==> src/rtl/iap_pkg.sv <==
`default_nettype none
// Shared constants for the in-application flash controller.
// No dependencies; used by iap_flash_controller_unit and iap_urem.
package iap_pkg;

  // Bus access kind
  localparam logic FUNC_READ  = 1'b0;
  localparam logic FUNC_WRITE = 1'b1;

  // Register selects
  localparam logic [2:0] REG_DATA    = 3'd0;
  localparam logic [2:0] REG_ADDR_HI = 3'd1;
  localparam logic [2:0] REG_ADDR_LO = 3'd2;
  localparam logic [2:0] REG_COMMAND = 3'd3;
  localparam logic [2:0] REG_TRIGGER = 3'd4;

  // Command codes
  localparam logic [1:0] CMD_IDLE    = 2'd0;
  localparam logic [1:0] CMD_LOAD    = 2'd1;
  localparam logic [1:0] CMD_PROGRAM = 2'd2;
  localparam logic [1:0] CMD_ERASE   = 2'd3;

  // Trigger sequence and erased value
  localparam logic [7:0] ARM_CODE  = 8'h5A;
  localparam logic [7:0] FIRE_CODE = 8'hA5;
  localparam logic [7:0] ERASED    = 8'hFF;

  // Address register width
  localparam int ADDR_W = 16;

endpackage
`default_nettype wire

==> src/rtl/iap_urem.sv <==
`default_nettype none
// Remainder of a 16-bit dividend by a fixed divisor through reciprocal
// multiplication, three pipeline stages. Depends on iap_pkg.
module iap_urem #(
  parameter int DIVISOR = 512
) (
  input  wire                        clk,
  input  wire                        rst,
  input  wire                        start,
  input  wire  [iap_pkg::ADDR_W-1:0] dividend,
  output logic                       done,
  output logic [iap_pkg::ADDR_W-1:0] rem
);

  localparam int AW    = iap_pkg::ADDR_W;
  localparam int MW    = AW + 1;
  localparam int PRODW = AW + MW;
  // Rounded-up reciprocal, exact for every dividend below 2**AW
  localparam int SHIFT = AW + $clog2(DIVISOR);
  localparam longint unsigned RECIP =
    ((64'd1 << SHIFT) + 64'(DIVISOR) - 64'd1) / 64'(DIVISOR);
  localparam logic [MW-1:0] RECIP_C   = MW'(RECIP);
  localparam logic [MW-1:0] DIVISOR_C = MW'(DIVISOR);

  logic             v1;
  logic             v2;
  logic [PRODW-1:0] prod;
  logic [AW-1:0]    x1;
  logic [AW-1:0]    x2;
  logic [AW-1:0]    quot;
  logic [AW-1:0]    qd;

  assign quot = AW'(prod >> SHIFT);

  // Stage 1: scaled product, stage 2: quotient times divisor, stage 3: subtract
  always_ff @(posedge clk) begin
    if (rst) begin
      v1   <= 1'b0;
      v2   <= 1'b0;
      done <= 1'b0;
    end else begin
      v1   <= start;
      v2   <= v1;
      done <= v2;
    end
    prod <= PRODW'(dividend) * PRODW'(RECIP_C);
    x1   <= dividend;
    qd   <= AW'(PRODW'(quot) * PRODW'(DIVISOR_C));
    x2   <= x1;
    rem  <= x2 - qd;
  end

endmodule
`default_nettype wire
==> config.mk <==
export PLATFORM = sky130hd
export DESIGN_NAME = iap_urem
export DESIGN_NICKNAME = d
export VERILOG_FILES = /design/src/rtl/iap_pkg.sv /design/src/rtl/iap_urem.sv
export SDC_FILE = /design/constraint.sdc
export NUM_CORES = 1
export LEC_CHECK = 0
export ABC_AREA = 1
export BUFFER_PORTS_ARGS = -buffer_cell sky130_fd_sc_hd__buf_2
export CAP_MARGIN = 20
export CORE_MARGIN = 3
export CORE_UTILIZATION = 43
export CTS_CLUSTER_DIAMETER = 200
export DETAILED_ROUTE_END_ITERATION = 16
export PLACE_DENSITY = 0.75
export SKIP_CTS_REPAIR_TIMING = 1
export SLEW_MARGIN = 20
export SYNTH_ARGS = -nofsm -noshare
export SYNTH_HDL_FRONTEND = slang
export SYNTH_SLANG_ARGS = --single-unit
==> constraint.sdc <==
create_clock -name clk -period 1.1 [get_ports clk]
set_input_delay 0.055 -clock clk [delete_from_list [all_inputs] [get_ports clk]]
set_output_delay 0.055 -clock clk [all_outputs]
set_load 0.02 [all_outputs]
==> results.sh, run 1 <==
export IMPL_drive_above_1_share_pct=33.7
export IMPL_final_util_pct=68.2
export IMPL_vias_per_cell=3.89
export IMPL_cp_start_kind="flop"
export IMPL_synth_area_leaders="dfxtp_1 88%, buf_4 7.7%, inv_1 1.7%"
export IMPL_worst_path_stages=1
export IMPL_syn_avg_cell_area_um2=15.4
export IMPL_hold_depth=0
export IMPL_insertedDiodeCount=0
export IMPL_setup_violations=0
export IMPL_dr_pass1_iters=1
export IMPL_cp_top_family="flip-flops"
export IMPL_ctsHtreeMaxLevel=2
export IMPL_crit_path_max_incr_delay_ns=0.31
export IMPL_antenna_found_initial=0
export IMPL_track_usage_pct=8.79
export IMPL_areaGrowthSynthToFinish_pct=38.9
export IMPL_p_per_area_mw_per_mm2=2020
export IMPL_grt_max_degree=10
export IMPL_fin_crit_ns=0.822
export IMPL_grt_remaining_overflow=0
export IMPL_fin_worst_skew_ns=0.00332
export IMPL_timing_final_hold_violations=0
export IMPL_async_flop_share_pct=0
export IMPL_crit_required_ns=1.04
export IMPL_dp_hpwl_um=567
export IMPL_cp_end_kind="output port"
export IMPL_rrSetupSlack_ns=0.61
export IMPL_routedWlPerCell_um=10.4
export IMPL_ys_seq_area_share_pct=88.4
export IMPL_path_buf_inv=1
export IMPL_finalWorstSetupSlack_ns=0.278
export IMPL_rsz0062_at_grt="false"
export IMPL_ys_ff_latch=30
export IMPL_p_sw_share_pct=21.1
export IMPL_power_leakage_nw=0.456
export IMPL_clock_sinks=30
export IMPL_min_path_type="reg -> reg"
export IMPL_clock_latency_ns=0.30
export IMPL_core_mm2=0.00138
export IMPL_combPwrFrac_pct=6.2
export IMPL_io_buffers=21
export IMPL_cts_buffers=5
export IMPL_worstSetupStartpoint="rem[5]"
export IMPL_pwr_share_clk_pct=33.3
export IMPL_path_clk_slew_ns=0.09
export IMPL_timing_final_crit_share_pct=74.7
export IMPL_synth_area_leader_cell="dfxtp_1"
export IMPL_syn_inst=44
export IMPL_synth_edff_count=0
export IMPL_grt_pass1_vias=314
export IMPL_fin_setup_tns_ns=0
export IMPL_syn_area_um2=679
export IMPL_rr_worst_depth=2
export IMPL_slew_viol_final=0
export IMPL_reg2reg_to="v2"
export IMPL_finalWirelength_um=1020
export IMPL_vias=381
export IMPL_switching_power_mw=0.402
export IMPL_ys_flop_type="dfxtp_1"
export IMPL_dieArea_mm2=0.00209
export IMPL_drtIter0Drc=0
export IMPL_ys_top_cells_by_count="30 x dfxtp_1, 7 x buf_4, 3 x inv_1, 3 x nor2_1, 1 x conb_1"
export IMPL_pin_count=36
export IMPL_sequentialPowerShare_pct=60.5
export IMPL_endpoint="rem[5]"
export IMPL_fin_hold_ws_ns=0.331
export IMPL_yosys_warnings=0
export IMPL_dp_slack_ns=0.597
export IMPL_die_y_um=45.8
export IMPL_routabilityCongestion=0.527
export IMPL_die_w_um=45.8
export IMPL_cp_cell_sequence="buf_2"
export IMPL_nets=101
export IMPL_multiInputGateArea_um2=37.5
export IMPL_synth_top_area_share_pct=88.4
export IMPL_start_util_pct=49.1
export IMPL_root_buffer="clkbuf_4"
export IMPL_regArea_um2=601
export IMPL_placementRows=13
export IMPL_max_freq_mhz=1220
export IMPL_irDropWorstVdd_v=0.00142
export IMPL_drv_cap=0
export IMPL_status="completed"
export IMPL_num_fill_cells=98
export IMPL_grt_pass1_wl_um=1070
export IMPL_cp_arrival_ns=0.77
export IMPL_crit_slowest_cell="dfxtp_1"
export IMPL_critPathKind="reg -> out"
export IMPL_timing_rr_start="v1"
export IMPL_tritoncts="yes"
export IMPL_antenna_left=0
export IMPL_cp_max_fo=1
export IMPL_synth_most_common_cell="dfxtp_1"
export IMPL_intPower_mw=1.50
export IMPL_drc=0
export IMPL_cts_buffer_depth=2
export IMPL_ys_types=5
## registers in the layout, indices dropped and copies added, names as in the netlist
name and cells:
done 1, rem 9, v2 1, prod 9, v1 1, x2 9
## area by class of cell
cell class	count	share of cell area [%]
Timing Repair Buffer	32	22.8
Clock buffer	7	5.84
Clock inverter	1	0.531
Tap cell	15	1.99
Inverter	3	1.19
Multi-Input combinational cell	10	3.98
Sequential cell	30	63.7
## layout by cell type (no fill, tap or decap)
cell	n
buf_2	21
clkbuf_1	1
dlygate4sd3_1	11
inv_1	3
clkbuf_8	1
dfxtp_1	30
clkbuf_4	5
conb_1	7
clkinv_2	1
nor2_1	3
## logic make-up after synthesis
logic type	Yosys count	synth area share (%)
buffers and inverters	10	9.39
other	1	0.552
DFF	30	88.4
and+or+nand+nor	3	1.66
## worst min path at each step
stage	startpoint	endpoint	slack, ns
6_report	x2[7]	rem[7]	0.33
5_1_grt	x2[1]	rem[1]	0.33
4_1_cts	dividend[3]	prod[19]	-0.16
3_5_place_dp	dividend[8]	prod[24]	0.16
3_3_place_gp	dividend[1]	prod[17]	0.16
2_1_floorplan	dividend[0]	prod[16]	0.08
## per-layer routing
metal,up-vias,GRT usage (%),routed length [µm]
li1,192,-,-
met1,168,5.33,312
met2,19,13.9,598
met3,2,5.93,94
met4,0,11.9,16
met5,-,0,0
## stage by stage
step | instance area, µm² | power [mW] | std cells
6_report | 943 | 1.91 | 98
5_1_grt | 943 | 1.99 | 98
4_1_cts | 833 | 1.89 | 87
3_5_place_dp | 773 | 1.27 | 79
3_3_place_gp | 773 | 1.26 | 79
2_1_floorplan | 702 | 1.24 | 50
## power by group through the flow
| stage | clock, mW | sequential (mW) | combinational (mW) |
|---|---|---|---|
| 6_report | 0.634 | 1.15 | 0.118 |
| 5_1_grt | 0.700 | 1.16 | 0.129 |
| 3_3_place_gp | 0 | 1.18 | 0.0843 |
| 2_1_floorplan | 0 | 1.20 | 0.0431 |
| 4_1_cts | 0.645 | 1.15 | 0.0861 |
| 3_5_place_dp | 0 | 1.18 | 0.0861 |
No activity file was read; power rests on OpenSTA's default activity.
==> run 2: changes to the inputs <==
- CORE_UTILIZATION: 43 -> 40
- PLACE_DENSITY: 0.75 -> 0.7
- clock period: 1.1 -> 0.8 ns (I/O delays scaled with it)
==> run 2 against run 1 <==
Compared with the run above: via count shrank 4.5%; non-clock buffer count is the same; power grew 38%; final cell count grew 1.0%; critical path depth is the same; core utilization shrank 2.8 points; cell area grew 8.1%; register-to-register slack lost 0.30 ns; sequential share of layout area shrank 3.5 points; count of clock-buffer cells in the layout is the same.
==> results.sh, run 2 (synthesized netlist as in run 1, its figures left out) <==
export IMPL_status="completed"
export IMPL_crit_required_ns=0.76
export IMPL_power_leakage_nw=0.477
export IMPL_antenna_found_initial=0
export IMPL_path_buf_inv=1
export IMPL_drive_above_1_share_pct=45.8
export IMPL_grt_max_degree=10
export IMPL_areaGrowthSynthToFinish_pct=50.1
export IMPL_tritoncts="yes"
export IMPL_clock_latency_ns=0.30
export IMPL_cp_cell_sequence="buf_6"
export IMPL_dieArea_mm2=0.00223
export IMPL_io_buffers=21
export IMPL_die_w_um=47.2
export IMPL_insertedDiodeCount=0
export IMPL_grt_pass1_wl_um=1090
export IMPL_antenna_left=0
export IMPL_die_y_um=47.2
export IMPL_crit_path_max_incr_delay_ns=0.33
export IMPL_vias=364
export IMPL_rr_worst_depth=2
export IMPL_timing_final_crit_share_pct=97.6
export IMPL_final_common_cell="dfxtp_1"
export IMPL_min_path_type="reg -> reg"
export IMPL_slew_viol_final=0
export IMPL_worst_path_stages=1
export IMPL_drv_cap=0
export IMPL_path_clk_slew_ns=0.08
export IMPL_crit_slowest_cell="dfxtp_2"
export IMPL_grt_remaining_overflow=0
export IMPL_start_util_pct=43.6
export IMPL_pin_count=36
export IMPL_setup_violations=0
export IMPL_finalWirelength_um=867
export IMPL_max_freq_mhz=1280
export IMPL_drc=0
export IMPL_p_per_area_mw_per_mm2=2580
export IMPL_hold_depth=0
export IMPL_track_usage_pct=8.25
export IMPL_dp_slack_ns=0.303
export IMPL_critPathKind="reg -> out"
export IMPL_vias_per_cell=3.68
export IMPL_dp_hpwl_um=509
export IMPL_grt_pass1_vias=266
export IMPL_irDropWorstVdd_v=0.00182
export IMPL_nets=101
export IMPL_cp_top_family="flip-flops"
export IMPL_mostFrequentLayoutCells="20 x dfxtp_1, 11 x dlygate4sd3_1, 11 x buf_2"
export IMPL_cp_start_kind="flop"
export IMPL_core_mm2=0.00156
export IMPL_rsz0062_at_grt="true"
export IMPL_finalWorstSetupSlack_ns=0.0190
export IMPL_cp_end_kind="output port"
export IMPL_routabilityCongestion=0.602
export IMPL_cts_buffers=5
export IMPL_fin_setup_tns_ns=0
export IMPL_clock_sinks=30
export IMPL_cp_arrival_ns=0.74
export IMPL_dr_pass1_iters=2
export IMPL_cp_max_fo=1
export IMPL_ctsHtreeMaxLevel=2
export IMPL_fin_crit_ns=0.781
export IMPL_fin_worst_skew_ns=0.00486
export IMPL_placementRows=14
export IMPL_timing_final_hold_violations=0
export IMPL_cts_buffer_depth=2
export IMPL_drtIter0Drc=2
export IMPL_routedWlPerCell_um=8.76
export IMPL_root_buffer="clkbuf_4"
export IMPL_top_regs="prod (9), rem (9), x2 (9)"
## run 2: final cells by class
cell class	count	area, µm²
clock inverters	1	5.00
clock buffers	7	55.1
repair buffers	32	278
inverters	3	11.3
multi-input cells	10	37.5
flip-flops and latches	30	613
fillers	124	539
well taps	16	20.0
## run 2: final timing paths
kind                 end  slack [ns]      from
hold / removal     x2[6]        0.33  prod[22]
setup reg to reg      v2        0.31        v1
setup / recovery  rem[8]        0.02    rem[8]
hold reg to reg    x2[6]        0.33  prod[22]
## run 2: power by group
group          internal [mW]  switching [mW]  total (mW)  leakage, nW
combinational          0.101          0.0867       0.188        0.188
clock                  0.425           0.422       0.847       0.0353
sequential              1.58          0.0216        1.60        0.253
total                   2.10           0.531        2.63        0.477
## run 2: per-layer routing
metal	up-vias	global-route usage, %	wire (µm)
li1	192	-	-
met1	148	8.31	320
met2	22	10.0	457
met3	2	6.90	74
met4	0	8.29	16
met5	-	0	0
## run 2: stage by stage
stage	total power [mW]	utilization (%)	cells	hold WS (ns)	area, µm²
5_1_grt	2.80	65.4	99	0.333	1020
2_1_floorplan	1.71	-	50	0.0677	702
6_report	2.63	65.4	99	0.330	1020
3_5_place_dp	1.74	49.7	80	0.144	774
3_3_place_gp	1.73	49.7	80	0.143	774
4_1_cts	2.60	53.5	88	-0.178	835
